--- src/hdl/rsds_pkg.sv ---
`timescale 1ns / 1ps

package rsds_pkg;

	// field widths
	localparam int CH_W    = 5;
	localparam int RAW_W   = 12;
	localparam int OUT_W   = 16;
	localparam int NCH_W   = 4;
	localparam int NM_W    = 9;
	localparam int EDGE_W  = 14;            // signed edge values, -511 .. 4606
	localparam int SPAN_W  = 13;            // raw offset and span on a mapped segment
	localparam int DY_W    = OUT_W + 1;     // output difference
	localparam int PROD_W  = SPAN_W + 1 + DY_W;
	localparam int Q_W     = 16;            // quotient never exceeds the output difference
	localparam int MAG_W   = SPAN_W + Q_W;  // dividend magnitude
	localparam int DIV_STAGES = Q_W / 2;    // two quotient bits per stage

	// configuration port
	localparam int CFG_IDX_W  = 3;
	localparam int CFG_DATA_W = 12;

	localparam logic [CFG_IDX_W-1:0] REG_ACTIVE_CHANNELS = 3'd0;
	localparam logic [CFG_IDX_W-1:0] REG_RAW_MIN         = 3'd1;
	localparam logic [CFG_IDX_W-1:0] REG_RAW_MAX         = 3'd2;
	localparam logic [CFG_IDX_W-1:0] REG_RAW_MID         = 3'd3;
	localparam logic [CFG_IDX_W-1:0] REG_NOISE_MARGIN    = 3'd4;

	localparam logic [NCH_W-1:0] RST_ACTIVE_CHANNELS = 4'd14;
	localparam logic [RAW_W-1:0] RST_RAW_MIN         = 12'd1000;
	localparam logic [RAW_W-1:0] RST_RAW_MAX         = 12'd2000;
	localparam logic [RAW_W-1:0] RST_RAW_MID         = 12'd1500;
	localparam logic [NM_W-1:0]  RST_NOISE_MARGIN    = 9'd10;

	// channels mapped over the whole inner span, no centre deadband
	localparam logic [CH_W-1:0] CH_FULL_A = 5'd2;
	localparam logic [CH_W-1:0] CH_FULL_B = 5'd4;
	localparam logic [CH_W-1:0] CH_FULL_C = 5'd5;

	typedef struct packed {
		logic signed [CH_W-1:0]  channel_index;
		logic        [RAW_W-1:0] raw_value;
		logic signed [OUT_W-1:0] out_min;
		logic signed [OUT_W-1:0] out_max;
	} sample_t;

	typedef struct packed {
		logic signed [OUT_W-1:0] scaled_value;
		logic                    index_valid;
	} result_t;

	typedef struct packed {
		logic [NCH_W-1:0] active_channels;
		logic [RAW_W-1:0] raw_min;
		logic [RAW_W-1:0] raw_max;
		logic [RAW_W-1:0] raw_mid;
		logic [NM_W-1:0]  noise_margin;
	} cfg_t;

	// linear map job after classification
	typedef struct packed {
		logic                    ok;
		logic                    direct;
		logic signed [OUT_W-1:0] direct_val;
		logic signed [OUT_W-1:0] lo_out;
		logic        [SPAN_W-1:0] d;
		logic        [SPAN_W-1:0] span;
		logic signed [DY_W-1:0]  dy;
	} map_job_t;

	// what travels alongside the divider
	typedef struct packed {
		logic                    ok;
		logic                    direct;
		logic signed [OUT_W-1:0] direct_val;
		logic signed [OUT_W-1:0] lo_out;
		logic                    neg;
		logic                    zero_span;
	} side_t;

	// one restoring division step: {quotient bit, new remainder}
	function automatic logic [SPAN_W:0] div_step(input logic [SPAN_W-1:0] rem,
		input logic bit_in, input logic [SPAN_W-1:0] span);
		logic [SPAN_W:0] t;
		logic [SPAN_W:0] diff;
		t = {rem, bit_in};
		diff = t - {1'b0, span};
		if (t >= {1'b0, span}) begin
			div_step = {1'b1, diff[SPAN_W-1:0]};
		end else begin
			div_step = {1'b0, t[SPAN_W-1:0]};
		end
	endfunction

endpackage

--- src/hdl/rc_stick_deadband_scaler.sv ---
`timescale 1ns / 1ps
// throughput: one item per cycle, busy is always low
// the divider is an 8-stage restoring divider, two quotient bits per stage
// results appear on done for one cycle and cannot be held off by the receiver
// arst_n clears the pipeline valid bits and loads the register reset values

module rc_stick_deadband_scaler import rsds_pkg::*; (
	input  logic                  clk,
	input  logic                  arst_n,
	input  logic                  start,
	output logic                  busy,
	input  sample_t               sample,
	output logic                  done,
	output result_t               result,
	input  logic                  wr_en,
	input  logic [CFG_IDX_W-1:0]  wr_idx,
	input  logic [CFG_DATA_W-1:0] wr_data
);

	// configuration registers; write them only while the pipeline is empty (not enforced here)
	cfg_t cfg_q;

	always_ff @(posedge clk or negedge arst_n) begin
		if (!arst_n) begin
			cfg_q.active_channels <= RST_ACTIVE_CHANNELS;
			cfg_q.raw_min         <= RST_RAW_MIN;
			cfg_q.raw_max         <= RST_RAW_MAX;
			cfg_q.raw_mid         <= RST_RAW_MID;
			cfg_q.noise_margin    <= RST_NOISE_MARGIN;
		end else if (wr_en) begin
			case (wr_idx)
				REG_ACTIVE_CHANNELS: cfg_q.active_channels <= wr_data[NCH_W-1:0];
				REG_RAW_MIN:         cfg_q.raw_min         <= wr_data[RAW_W-1:0];
				REG_RAW_MAX:         cfg_q.raw_max         <= wr_data[RAW_W-1:0];
				REG_RAW_MID:         cfg_q.raw_mid         <= wr_data[RAW_W-1:0];
				REG_NOISE_MARGIN:    cfg_q.noise_margin    <= wr_data[NM_W-1:0];
				default: begin
					// writes beyond the register list are dropped
				end
			endcase
		end
	end

	// fully pipelined, never stalls
	assign busy = 1'b0;

	logic accept;
	assign accept = start && !busy;

	// stages 1-3: index check, segment choice, offsets
	logic     job_vld;
	map_job_t job;

	rsds_classify u_classify (
		.clk     (clk),
		.arst_n  (arst_n),
		.in_vld  (accept),
		.sample  (sample),
		.cfg     (cfg_q),
		.job_vld (job_vld),
		.job     (job)
	);

	// stages 4-5: product of offset and output difference, then magnitude
	logic              div_vld;
	side_t             div_side;
	logic [MAG_W-1:0]  div_mag;
	logic [SPAN_W-1:0] div_span;

	rsds_mult u_mult (
		.clk      (clk),
		.arst_n   (arst_n),
		.job_vld  (job_vld),
		.job      (job),
		.div_vld  (div_vld),
		.div_side (div_side),
		.div_mag  (div_mag),
		.div_span (div_span)
	);

	// stages 6-13: truncating division by the segment span
	logic           quo_vld;
	side_t          quo_side;
	logic [Q_W-1:0] quo;

	rsds_divider u_divider (
		.clk      (clk),
		.arst_n   (arst_n),
		.div_vld  (div_vld),
		.div_side (div_side),
		.div_mag  (div_mag),
		.div_span (div_span),
		.quo_vld  (quo_vld),
		.quo_side (quo_side),
		.quo      (quo)
	);

	// stage 14: sign back, add segment base, pick the final value
	// quotient never exceeds the output difference, so the sum stays in range
	logic signed [DY_W-1:0]  q_signed;
	logic signed [DY_W-1:0]  mapped;
	logic signed [OUT_W-1:0] value_c;

	always_comb begin
		q_signed = quo_side.neg ? -$signed({1'b0, quo}) : $signed({1'b0, quo});
		mapped   = {quo_side.lo_out[OUT_W-1], quo_side.lo_out} + q_signed;
		if (!quo_side.ok) begin
			value_c = '0;
		end else if (quo_side.direct) begin
			value_c = quo_side.direct_val;
		end else if (quo_side.zero_span) begin
			// degenerate segment gives its lower output
			value_c = quo_side.lo_out;
		end else begin
			value_c = mapped[OUT_W-1:0];
		end
	end

	always_ff @(posedge clk or negedge arst_n) begin
		if (!arst_n) begin
			done <= 1'b0;
		end else begin
			done <= quo_vld;
		end
	end

	always_ff @(posedge clk) begin
		result.scaled_value <= value_c;
		result.index_valid  <= quo_side.ok;
	end

	// every accepted item comes out on done
	a_latency: assert property (@(posedge clk) disable iff (!arst_n)
		accept |-> ##14 done)
		else $error("item did not complete after pipeline latency");

	// no result without a matching accepted item
	a_no_spurious: assert property (@(posedge clk) disable iff (!arst_n)
		done |-> $past(accept, 14))
		else $error("result without a matching item");

	// a rejected channel index always reads as zero
	a_invalid_zero: assert property (@(posedge clk) disable iff (!arst_n)
		(done && !result.index_valid) |-> (result.scaled_value == '0))
		else $error("invalid index gave a nonzero value");

endmodule

--- src/hdl/rsds_classify.sv ---
`timescale 1ns / 1ps

module rsds_classify import rsds_pkg::*; (
	input  logic     clk,
	input  logic     arst_n,
	input  logic     in_vld,
	input  sample_t  sample,
	input  cfg_t     cfg,
	output logic     job_vld,
	output map_job_t job
);

	// stage 1: edges, midpoint, index check
	logic                     vld_s1;
	logic                     ok_s1;
	logic                     full_s1;
	logic        [RAW_W-1:0]  x_s1;
	logic signed [OUT_W-1:0]  omin_s1;
	logic signed [OUT_W-1:0]  omax_s1;
	logic signed [OUT_W-1:0]  mid_s1;
	logic signed [EDGE_W-1:0] lo_edge_s1;
	logic signed [EDGE_W-1:0] hi_edge_s1;
	logic signed [EDGE_W-1:0] mlo_s1;
	logic signed [EDGE_W-1:0] mhi_s1;

	logic signed [OUT_W:0]    mid_sum;
	logic signed [OUT_W:0]    mid_adj;
	logic signed [EDGE_W-1:0] nm_ext;
	logic signed [EDGE_W-1:0] rmin_ext;
	logic signed [EDGE_W-1:0] rmax_ext;
	logic signed [EDGE_W-1:0] rmid_ext;

	always_comb begin
		nm_ext   = $signed({{(EDGE_W-NM_W){1'b0}}, cfg.noise_margin});
		rmin_ext = $signed({{(EDGE_W-RAW_W){1'b0}}, cfg.raw_min});
		rmax_ext = $signed({{(EDGE_W-RAW_W){1'b0}}, cfg.raw_max});
		rmid_ext = $signed({{(EDGE_W-RAW_W){1'b0}}, cfg.raw_mid});
		mid_sum  = {sample.out_min[OUT_W-1], sample.out_min}
			+ {sample.out_max[OUT_W-1], sample.out_max};
		// truncate toward zero
		mid_adj  = mid_sum + {{OUT_W{1'b0}}, mid_sum[OUT_W]};
	end

	always_ff @(posedge clk or negedge arst_n) begin
		if (!arst_n) begin
			vld_s1 <= 1'b0;
		end else begin
			vld_s1 <= in_vld;
		end
	end

	always_ff @(posedge clk) begin
		ok_s1      <= !sample.channel_index[CH_W-1]
			&& (sample.channel_index[NCH_W-1:0] < cfg.active_channels);
		full_s1    <= (sample.channel_index == CH_FULL_A)
			|| (sample.channel_index == CH_FULL_B)
			|| (sample.channel_index == CH_FULL_C);
		x_s1       <= sample.raw_value;
		omin_s1    <= sample.out_min;
		omax_s1    <= sample.out_max;
		mid_s1     <= mid_adj[OUT_W:1];
		lo_edge_s1 <= rmin_ext + nm_ext;
		hi_edge_s1 <= rmax_ext - nm_ext;
		mlo_s1     <= rmid_ext - nm_ext;
		mhi_s1     <= rmid_ext + nm_ext;
	end

	// stage 2: pick the segment
	logic                     vld_s2;
	logic                     ok_s2;
	logic                     direct_s2;
	logic signed [OUT_W-1:0]  dval_s2;
	logic        [RAW_W-1:0]  x_s2;
	logic signed [EDGE_W-1:0] lo_in_s2;
	logic signed [EDGE_W-1:0] hi_in_s2;
	logic signed [OUT_W-1:0]  lo_out_s2;
	logic signed [OUT_W-1:0]  hi_out_s2;

	logic signed [EDGE_W-1:0] x_ext;
	logic                     direct_c;
	logic signed [OUT_W-1:0]  dval_c;
	logic signed [EDGE_W-1:0] lo_in_c;
	logic signed [EDGE_W-1:0] hi_in_c;
	logic signed [OUT_W-1:0]  lo_out_c;
	logic signed [OUT_W-1:0]  hi_out_c;

	always_comb begin
		x_ext    = $signed({{(EDGE_W-RAW_W){1'b0}}, x_s1});
		direct_c = 1'b0;
		dval_c   = mid_s1;
		lo_in_c  = lo_edge_s1;
		hi_in_c  = hi_edge_s1;
		lo_out_c = omin_s1;
		hi_out_c = omax_s1;
		if (x_ext < lo_edge_s1) begin
			direct_c = 1'b1;
			dval_c   = omin_s1;
		end else if (x_ext > hi_edge_s1) begin
			direct_c = 1'b1;
			dval_c   = omax_s1;
		end else if (full_s1) begin
			direct_c = 1'b0;
		end else if (x_ext < mlo_s1) begin
			hi_in_c  = mlo_s1;
			hi_out_c = mid_s1;
		end else if (x_ext > mhi_s1) begin
			lo_in_c  = mhi_s1;
			lo_out_c = mid_s1;
		end else begin
			direct_c = 1'b1;
			dval_c   = mid_s1;
		end
	end

	always_ff @(posedge clk or negedge arst_n) begin
		if (!arst_n) begin
			vld_s2 <= 1'b0;
		end else begin
			vld_s2 <= vld_s1;
		end
	end

	always_ff @(posedge clk) begin
		ok_s2     <= ok_s1;
		direct_s2 <= direct_c;
		dval_s2   <= dval_c;
		x_s2      <= x_s1;
		lo_in_s2  <= lo_in_c;
		hi_in_s2  <= hi_in_c;
		lo_out_s2 <= lo_out_c;
		hi_out_s2 <= hi_out_c;
	end

	// stage 3: offsets and differences
	logic signed [EDGE_W-1:0] d_full;
	logic signed [EDGE_W-1:0] span_full;

	always_comb begin
		d_full    = $signed({{(EDGE_W-RAW_W){1'b0}}, x_s2}) - lo_in_s2;
		span_full = hi_in_s2 - lo_in_s2;
	end

	always_ff @(posedge clk or negedge arst_n) begin
		if (!arst_n) begin
			job_vld <= 1'b0;
		end else begin
			job_vld <= vld_s2;
		end
	end

	always_ff @(posedge clk) begin
		job.ok         <= ok_s2;
		job.direct     <= direct_s2;
		job.direct_val <= dval_s2;
		job.lo_out     <= lo_out_s2;
		job.d          <= d_full[SPAN_W-1:0];
		job.span       <= span_full[SPAN_W-1:0];
		job.dy         <= {hi_out_s2[OUT_W-1], hi_out_s2} - {lo_out_s2[OUT_W-1], lo_out_s2};
	end

endmodule

--- src/hdl/rsds_mult.sv ---
`timescale 1ns / 1ps

module rsds_mult import rsds_pkg::*; (
	input  logic              clk,
	input  logic              arst_n,
	input  logic              job_vld,
	input  map_job_t          job,
	output logic              div_vld,
	output side_t             div_side,
	output logic [MAG_W-1:0]  div_mag,
	output logic [SPAN_W-1:0] div_span
);

	// stage 4: product
	logic                     vld_s4;
	map_job_t                 job_s4;
	logic signed [PROD_W-1:0] prod_s4;

	always_ff @(posedge clk or negedge arst_n) begin
		if (!arst_n) begin
			vld_s4 <= 1'b0;
		end else begin
			vld_s4 <= job_vld;
		end
	end

	always_ff @(posedge clk) begin
		job_s4  <= job;
		prod_s4 <= $signed({1'b0, job.d}) * job.dy;
	end

	// stage 5: sign and magnitude
	logic signed [PROD_W-1:0] prod_abs;

	assign prod_abs = prod_s4[PROD_W-1] ? -prod_s4 : prod_s4;

	always_ff @(posedge clk or negedge arst_n) begin
		if (!arst_n) begin
			div_vld <= 1'b0;
		end else begin
			div_vld <= vld_s4;
		end
	end

	always_ff @(posedge clk) begin
		div_side.ok         <= job_s4.ok;
		div_side.direct     <= job_s4.direct;
		div_side.direct_val <= job_s4.direct_val;
		div_side.lo_out     <= job_s4.lo_out;
		div_side.neg        <= prod_s4[PROD_W-1];
		div_side.zero_span  <= (job_s4.span == '0);
		div_mag             <= prod_abs[MAG_W-1:0];
		div_span            <= job_s4.span;
	end

endmodule

--- src/hdl/rsds_divider.sv ---
`timescale 1ns / 1ps

module rsds_divider import rsds_pkg::*; (
	input  logic              clk,
	input  logic              arst_n,
	input  logic              div_vld,
	input  side_t             div_side,
	input  logic [MAG_W-1:0]  div_mag,
	input  logic [SPAN_W-1:0] div_span,
	output logic              quo_vld,
	output side_t             quo_side,
	output logic [Q_W-1:0]    quo
);

	// one register stage per two quotient bits
	logic              vld_s  [DIV_STAGES];
	side_t             side_s [DIV_STAGES];
	logic [SPAN_W-1:0] rem_s  [DIV_STAGES];
	logic [SPAN_W-1:0] span_s [DIV_STAGES];
	logic [Q_W-1:0]    bits_s [DIV_STAGES];
	logic [Q_W-1:0]    quot_s [DIV_STAGES];

	for (genvar k = 0; k < DIV_STAGES; k++) begin : g_stage
		logic              vld_in;
		side_t             side_in;
		logic [SPAN_W-1:0] rem_in;
		logic [SPAN_W-1:0] span_in;
		logic [Q_W-1:0]    bits_in;
		logic [Q_W-1:0]    quot_in;
		logic [SPAN_W:0]   step_a;
		logic [SPAN_W:0]   step_b;

		if (k == 0) begin : g_first
			// high part of the dividend is below the divisor, so it seeds the remainder
			assign vld_in  = div_vld;
			assign side_in = div_side;
			assign rem_in  = div_mag[MAG_W-1:Q_W];
			assign span_in = div_span;
			assign bits_in = div_mag[Q_W-1:0];
			assign quot_in = '0;
		end else begin : g_next
			assign vld_in  = vld_s[k-1];
			assign side_in = side_s[k-1];
			assign rem_in  = rem_s[k-1];
			assign span_in = span_s[k-1];
			assign bits_in = bits_s[k-1];
			assign quot_in = quot_s[k-1];
		end

		assign step_a = div_step(rem_in, bits_in[Q_W-1], span_in);
		assign step_b = div_step(step_a[SPAN_W-1:0], bits_in[Q_W-2], span_in);

		always_ff @(posedge clk or negedge arst_n) begin
			if (!arst_n) begin
				vld_s[k] <= 1'b0;
			end else begin
				vld_s[k] <= vld_in;
			end
		end

		always_ff @(posedge clk) begin
			side_s[k] <= side_in;
			rem_s[k]  <= step_b[SPAN_W-1:0];
			span_s[k] <= span_in;
			bits_s[k] <= {bits_in[Q_W-3:0], 2'b00};
			quot_s[k] <= {quot_in[Q_W-3:0], step_a[SPAN_W], step_b[SPAN_W]};
		end
	end

	assign quo_vld  = vld_s[DIV_STAGES-1];
	assign quo_side = side_s[DIV_STAGES-1];
	assign quo      = quot_s[DIV_STAGES-1];

	// remainder stays below a nonzero divisor on a real mapping
	a_rem_below_span: assert property (@(posedge clk) disable iff (!arst_n)
		(vld_s[DIV_STAGES-1] && side_s[DIV_STAGES-1].ok && !side_s[DIV_STAGES-1].direct
			&& !side_s[DIV_STAGES-1].zero_span)
		|-> (rem_s[DIV_STAGES-1] < span_s[DIV_STAGES-1]))
		else $error("divider remainder not below divisor");

endmodule
--- config.mk ---
export PLATFORM = sky130hd
export DESIGN_NAME = rc_stick_deadband_scaler
export DESIGN_NICKNAME = d
export VERILOG_FILES = /design/src/hdl/rsds_pkg.sv /design/src/hdl/rc_stick_deadband_scaler.sv /design/src/hdl/rsds_classify.sv /design/src/hdl/rsds_mult.sv /design/src/hdl/rsds_divider.sv
export SDC_FILE = /design/constraint.sdc
export NUM_CORES = 2
export LEC_CHECK = 0
export BUFFER_PORTS_ARGS = -buffer_cell sky130_fd_sc_hd__buf_2
export CORE_UTILIZATION = 35
export DETAILED_ROUTE_END_ITERATION = 10
export PLACE_DENSITY = 0.49
export SYNTH_ARGS = -nofsm -noshare
export SYNTH_HDL_FRONTEND = slang
export SYNTH_SLANG_ARGS = --single-unit
--- constraint.sdc ---
create_clock -name clk -period 6.9 [get_ports clk]
set_input_delay 1.38 -clock clk [delete_from_list [all_inputs] [get_ports clk]]
set_output_delay 1.38 -clock clk [all_outputs]
set_load 0.05 [all_outputs]
==> impl_results.rst <==
.. list-table::
   :header-rows: 1

   * - Metric
     - Value
   * - Outcome
     - complete, no violations
   * - Period utilization
     - 0.9323
   * - Critical path's most frequent cell
     - fa_1
   * - Cell types occupying the most area after synthesis
     - dfxtp_1, ha_1, fa_1
   * - Data arrival at the endpoint of the critical path
     - ~7.0 ns
   * - Pin count of the biggest net entering global routing
     - 64
   * - Vias per Instance
     - 4.669
   * - Horiz. Die Dim
     - 385.3 um
   * - Critical Path Fanout Max
     - 13
   * - Syn_nets
     - 5684
   * - Synth async-reset ratio
     - 0.05671
   * - Number of global-route vias before repair
     - 33978
   * - Kind of end point of the critical path
     - register
   * - Vertical extent of the die
     - just under 400 um
   * - Most numerous cell types in the synthesized netlist
     - dfxtp_1, inv_1, ha_1
   * - Final Max Slew Viols
     - 0
   * - EDFF count, synth
     - 0
   * - Initial standard-cell utilization of the core
     - 0.3528
   * - Number of antenna violations at the first check in global routing
     - 3
   * - Proportion of netlist area held by the largest area contributor
     - 0.4080
   * - Number of buffers and inverters on the critical path
     - 3
   * - Met3 WL post-DR
     - 2955 um
   * - Layout area overhead
     - 13.36%
   * - Half-perimeter wire length after detailed placement
     - 86150 um
   * - Kind of critical path
     - register to register
   * - Cell Area, Synth
     - between 0.05 and 0.06 mm2
   * - First DRT Iteration DRCs
     - 1364
   * - Post-CTS Repair Setup Buffers
     - 0
   * - Std cell rows
     - 140
   * - Launching element type of the critical path
     - register
   * - Flop2flop setup slack
     - roughly 0.47 ns
   * - Total wirelength of the detailed-routed design
     - 109700 um
   * - RD Place Congestion
     - around 0.82
   * - Slew @ Worst Pin
     - 1.088 ns
   * - Routed via count
     - 33068
   * - Highest cell delay on the worst timing path
     - between 0.7 and 0.8 ns
   * - Worst clock skew
     - 0.08280 ns
   * - Total grt overflow
     - 0
   * - Library cell contributing the largest single delay on the critical path
     - dfxtp_1
   * - Cell variety after synth
     - 83
   * - Fill cell total of the finished layout
     - 14230
   * - Share of synthesized area occupied by flip-flops and latches
     - 0.4393
   * - First-pass iteration count of the detailed router
     - 5
   * - Highest metal used
     - met4
   * - Post-CTS Hold Buffers
     - 0
   * - CORE AREA
     - 0.1457 mm2
   * - Relative slew slack
     - 0.2734
   * - RSZ-0062 raised after global routing
     - false
   * - Post-detailed-route DRC marker count
     - 0
   * - Synthesized area per cell
     - roughly 10 um2
   * - Remaining antenna violation count
     - 0
   * - Clock sinks
     - 1111
   * - Required arrival time at the worst endpoint
     - 7.50 ns
   * - Count of endpoints failing setup in the final report
     - 0
   * - Largest area contributor in the synthesized netlist
     - dfxtp_1
   * - Drt wl/cell
     - 15.49 um
   * - Final total negative setup slack
     - 0 ns
   * - TritonCTS clock tree
     - yes
   * - Chain of cells forming the critical path
     - nand2_1 > fa_1 > inv_1 > fa_1 > fa_1 > fa_1 > fa_1 > inv_1 > fa_1 > inv_1 > ha_1 > a2111oi_0 > o21ai_0 > o21ai_0 > and3_1 > a211o_1 > o211ai_1 > a21o_1 > a21oi_1 > xnor2_1
   * - Number of buffers inserted by port buffering
     - 85
   * - Sum of met2 wire segment lengths after detailed routing
     - 53540 um
   * - Wire length of the first global-routing pass
     - 178800 um
   * - Final critical delay including setup and external delays
     - 6.433 ns
   * - Number of synthesized register bits
     - around 1100
   * - Clock-pin slew reported for the worst setup and hold paths after clock tree synthesis
     - 0.06 ns
   * - Count of warnings emitted by yosys
     - 0
   * - Cell at the root of the clock tree
     - clkbuf_16
   * - Max-cap viol count
     - 0
   * - Nets@finish
     - 5814
   * - Final hold violation count
     - 0
   * - Gate family responsible for the most delay along the worst path
     - adder cells
   * - Number of buffers created by CTS
     - 115
   * - Synthesized instance count
     - roughly 4900
   * - Die area
     - 0.1484 mm2
   * - Fraction of final layout cells with drive strength greater than 1
     - 0.1059
   * - Global routing usage summed across all routing layers
     - 0.1509
   * - Most numerous cell in the Yosys netlist
     - dfxtp_1
   * - Worst hold path class
     - register to register
   * - Worst skew pair latency
     - 0.75 ns
   * - Routed metal-1 wire length
     - 49910 um
   * - Worst-case clock buffer depth
     - 3
   * - H-tree depth
     - 3
   * - Maximum clock frequency
     - between 150 and 200 MHz
   * - Post-synth top flop
     - dfxtp_1
   * - Boundary Pins
     - 87
[worst paths after layout]
check | end | depth (start not counted) | startpoint
setup / recovery | u_mult.prod_s4[30] | 20 | u_classify.job[8]
hold / removal | u_divider.side_s[3][12] | 0 | u_divider.side_s[2][48]
setup reg to reg | u_mult.prod_s4[30] | 20 | u_classify.job[8]
hold reg to reg | u_divider.side_s[3][12] | 0 | u_divider.side_s[2][48]
max in group asynchronous | cfg_q[22] | 2 | arst_n
min in group asynchronous | cfg_q[32] | 2 | arst_n
[per-stage QoR]
step | std cells | utilization | instance area, um2 | hold slack [ns] | setup WS [ns]
floorplan | 4936 | - | 51420 | 0.3096 | 0.8425
global placement | 6866 | 0.3711 | 54080 | 0.3099 | 0.4429
detailed placement | 6866 | 0.3711 | 54080 | 0.3121 | 0.3362
CTS | 7081 | 0.3999 | 58280 | 0.2956 | 0.2664
global route | 7081 | 0.3999 | 58280 | 0.2966 | 0.008181
finish | 7083 | 0.4000 | 58290 | 0.3001 | 0.4668
[timing repair]
item                                    4_1_cts  5_1_grt
hold endpoints to repair                      0        0
endpoints found under the setup margin        0        1
resized for setup                             0        2
[layout make-up]
| class | instances | area (um2) | area share |
|---|---|---|---|
| Timing Repair Buffer | 112 | 628.1 | 0.01078 |
| Inverter | 575 | 2158 | 0.03703 |
| Clock buffer | 151 | 3224 | 0.05532 |
| Multi-Input combinational cell | 3151 | 26310 | 0.4514 |
| Clock inverter | 64 | 975.9 | 0.01674 |
| Sequential cell | 1111 | 22590 | 0.3875 |
| Antenna cell | 2 | 5.005 | 0.00008586 |
| Tap cell | 1917 | 2399 | 0.04115 |
[kinds of logic (layout without fill, tap and decap cells)]
group	Yosys count	in the layout	share of synthesized area
flops	1111	1111	0.4393
compound gates	873	873	0.1079
mux	241	241	0.05193
simple gates	1062	1062	0.1007
other cells	1	3	0.00007293
xor+xnor	294	294	0.05008
buf+inv	674	902	0.04998
fa+ha+maj	680	680	0.2001
[flip-flops by register name, indices dropped and copies added, names as in the netlist, 29 cells and up]
register and flops:
u_divider.side_s 288, u_mult.job_s4 47, u_classify.job 77, u_mult.div_mag 29, u_divider.rem_s 91, u_mult.div_side 36, u_divider.bits_s 56, u_divider.span_s 91
cfg_q 49, u_mult.prod_s4 30, u_divider.quot_s 72
[routing by layer]
layer | track usage | up-vias
met3 | 0.02108 | 173
met5 | 0 | -
met4 | 0.05365 | 0
met1 | 0.1862 | 15679
li1 | - | 16834
met2 | 0.2663 | 382
[worst reg2reg max path: cells and delay by family (launching register included)]
| family | cells | cell delay, ns |
|---|---|---|
| flip-flops | 1 | 0.72 |
| buffers and inverters | 3 | 0.14 |
| XOR/XNOR | 1 | 0.13 |
| AND/OR/NAND/NOR | 2 | 0.48 |
| AO/OA/AOI/OAI | 7 | 1.42 |
| adder cells (fa/ha/maj) | 7 | 3.45 |
[cells in the final DEF, fill, tap and decap left out, types with 76 or more instances in the layout]
cell          n
o21ai_0     245
clkbuf_16   116
buf_2        85
a21o_1       76
ha_1        443
nor3_1       87
xnor2_1     203
and2_1      124
inv_1       573
mux2_2      167
a21oi_1     226
nand2_1     312
xor2_1       91
nor2_1      218
dfxtp_1    1047
fa_1        236
Power is left out: the tool's default activity adds up to more than one toggle a clock period on the data nets, which glitch-free logic cannot reach.
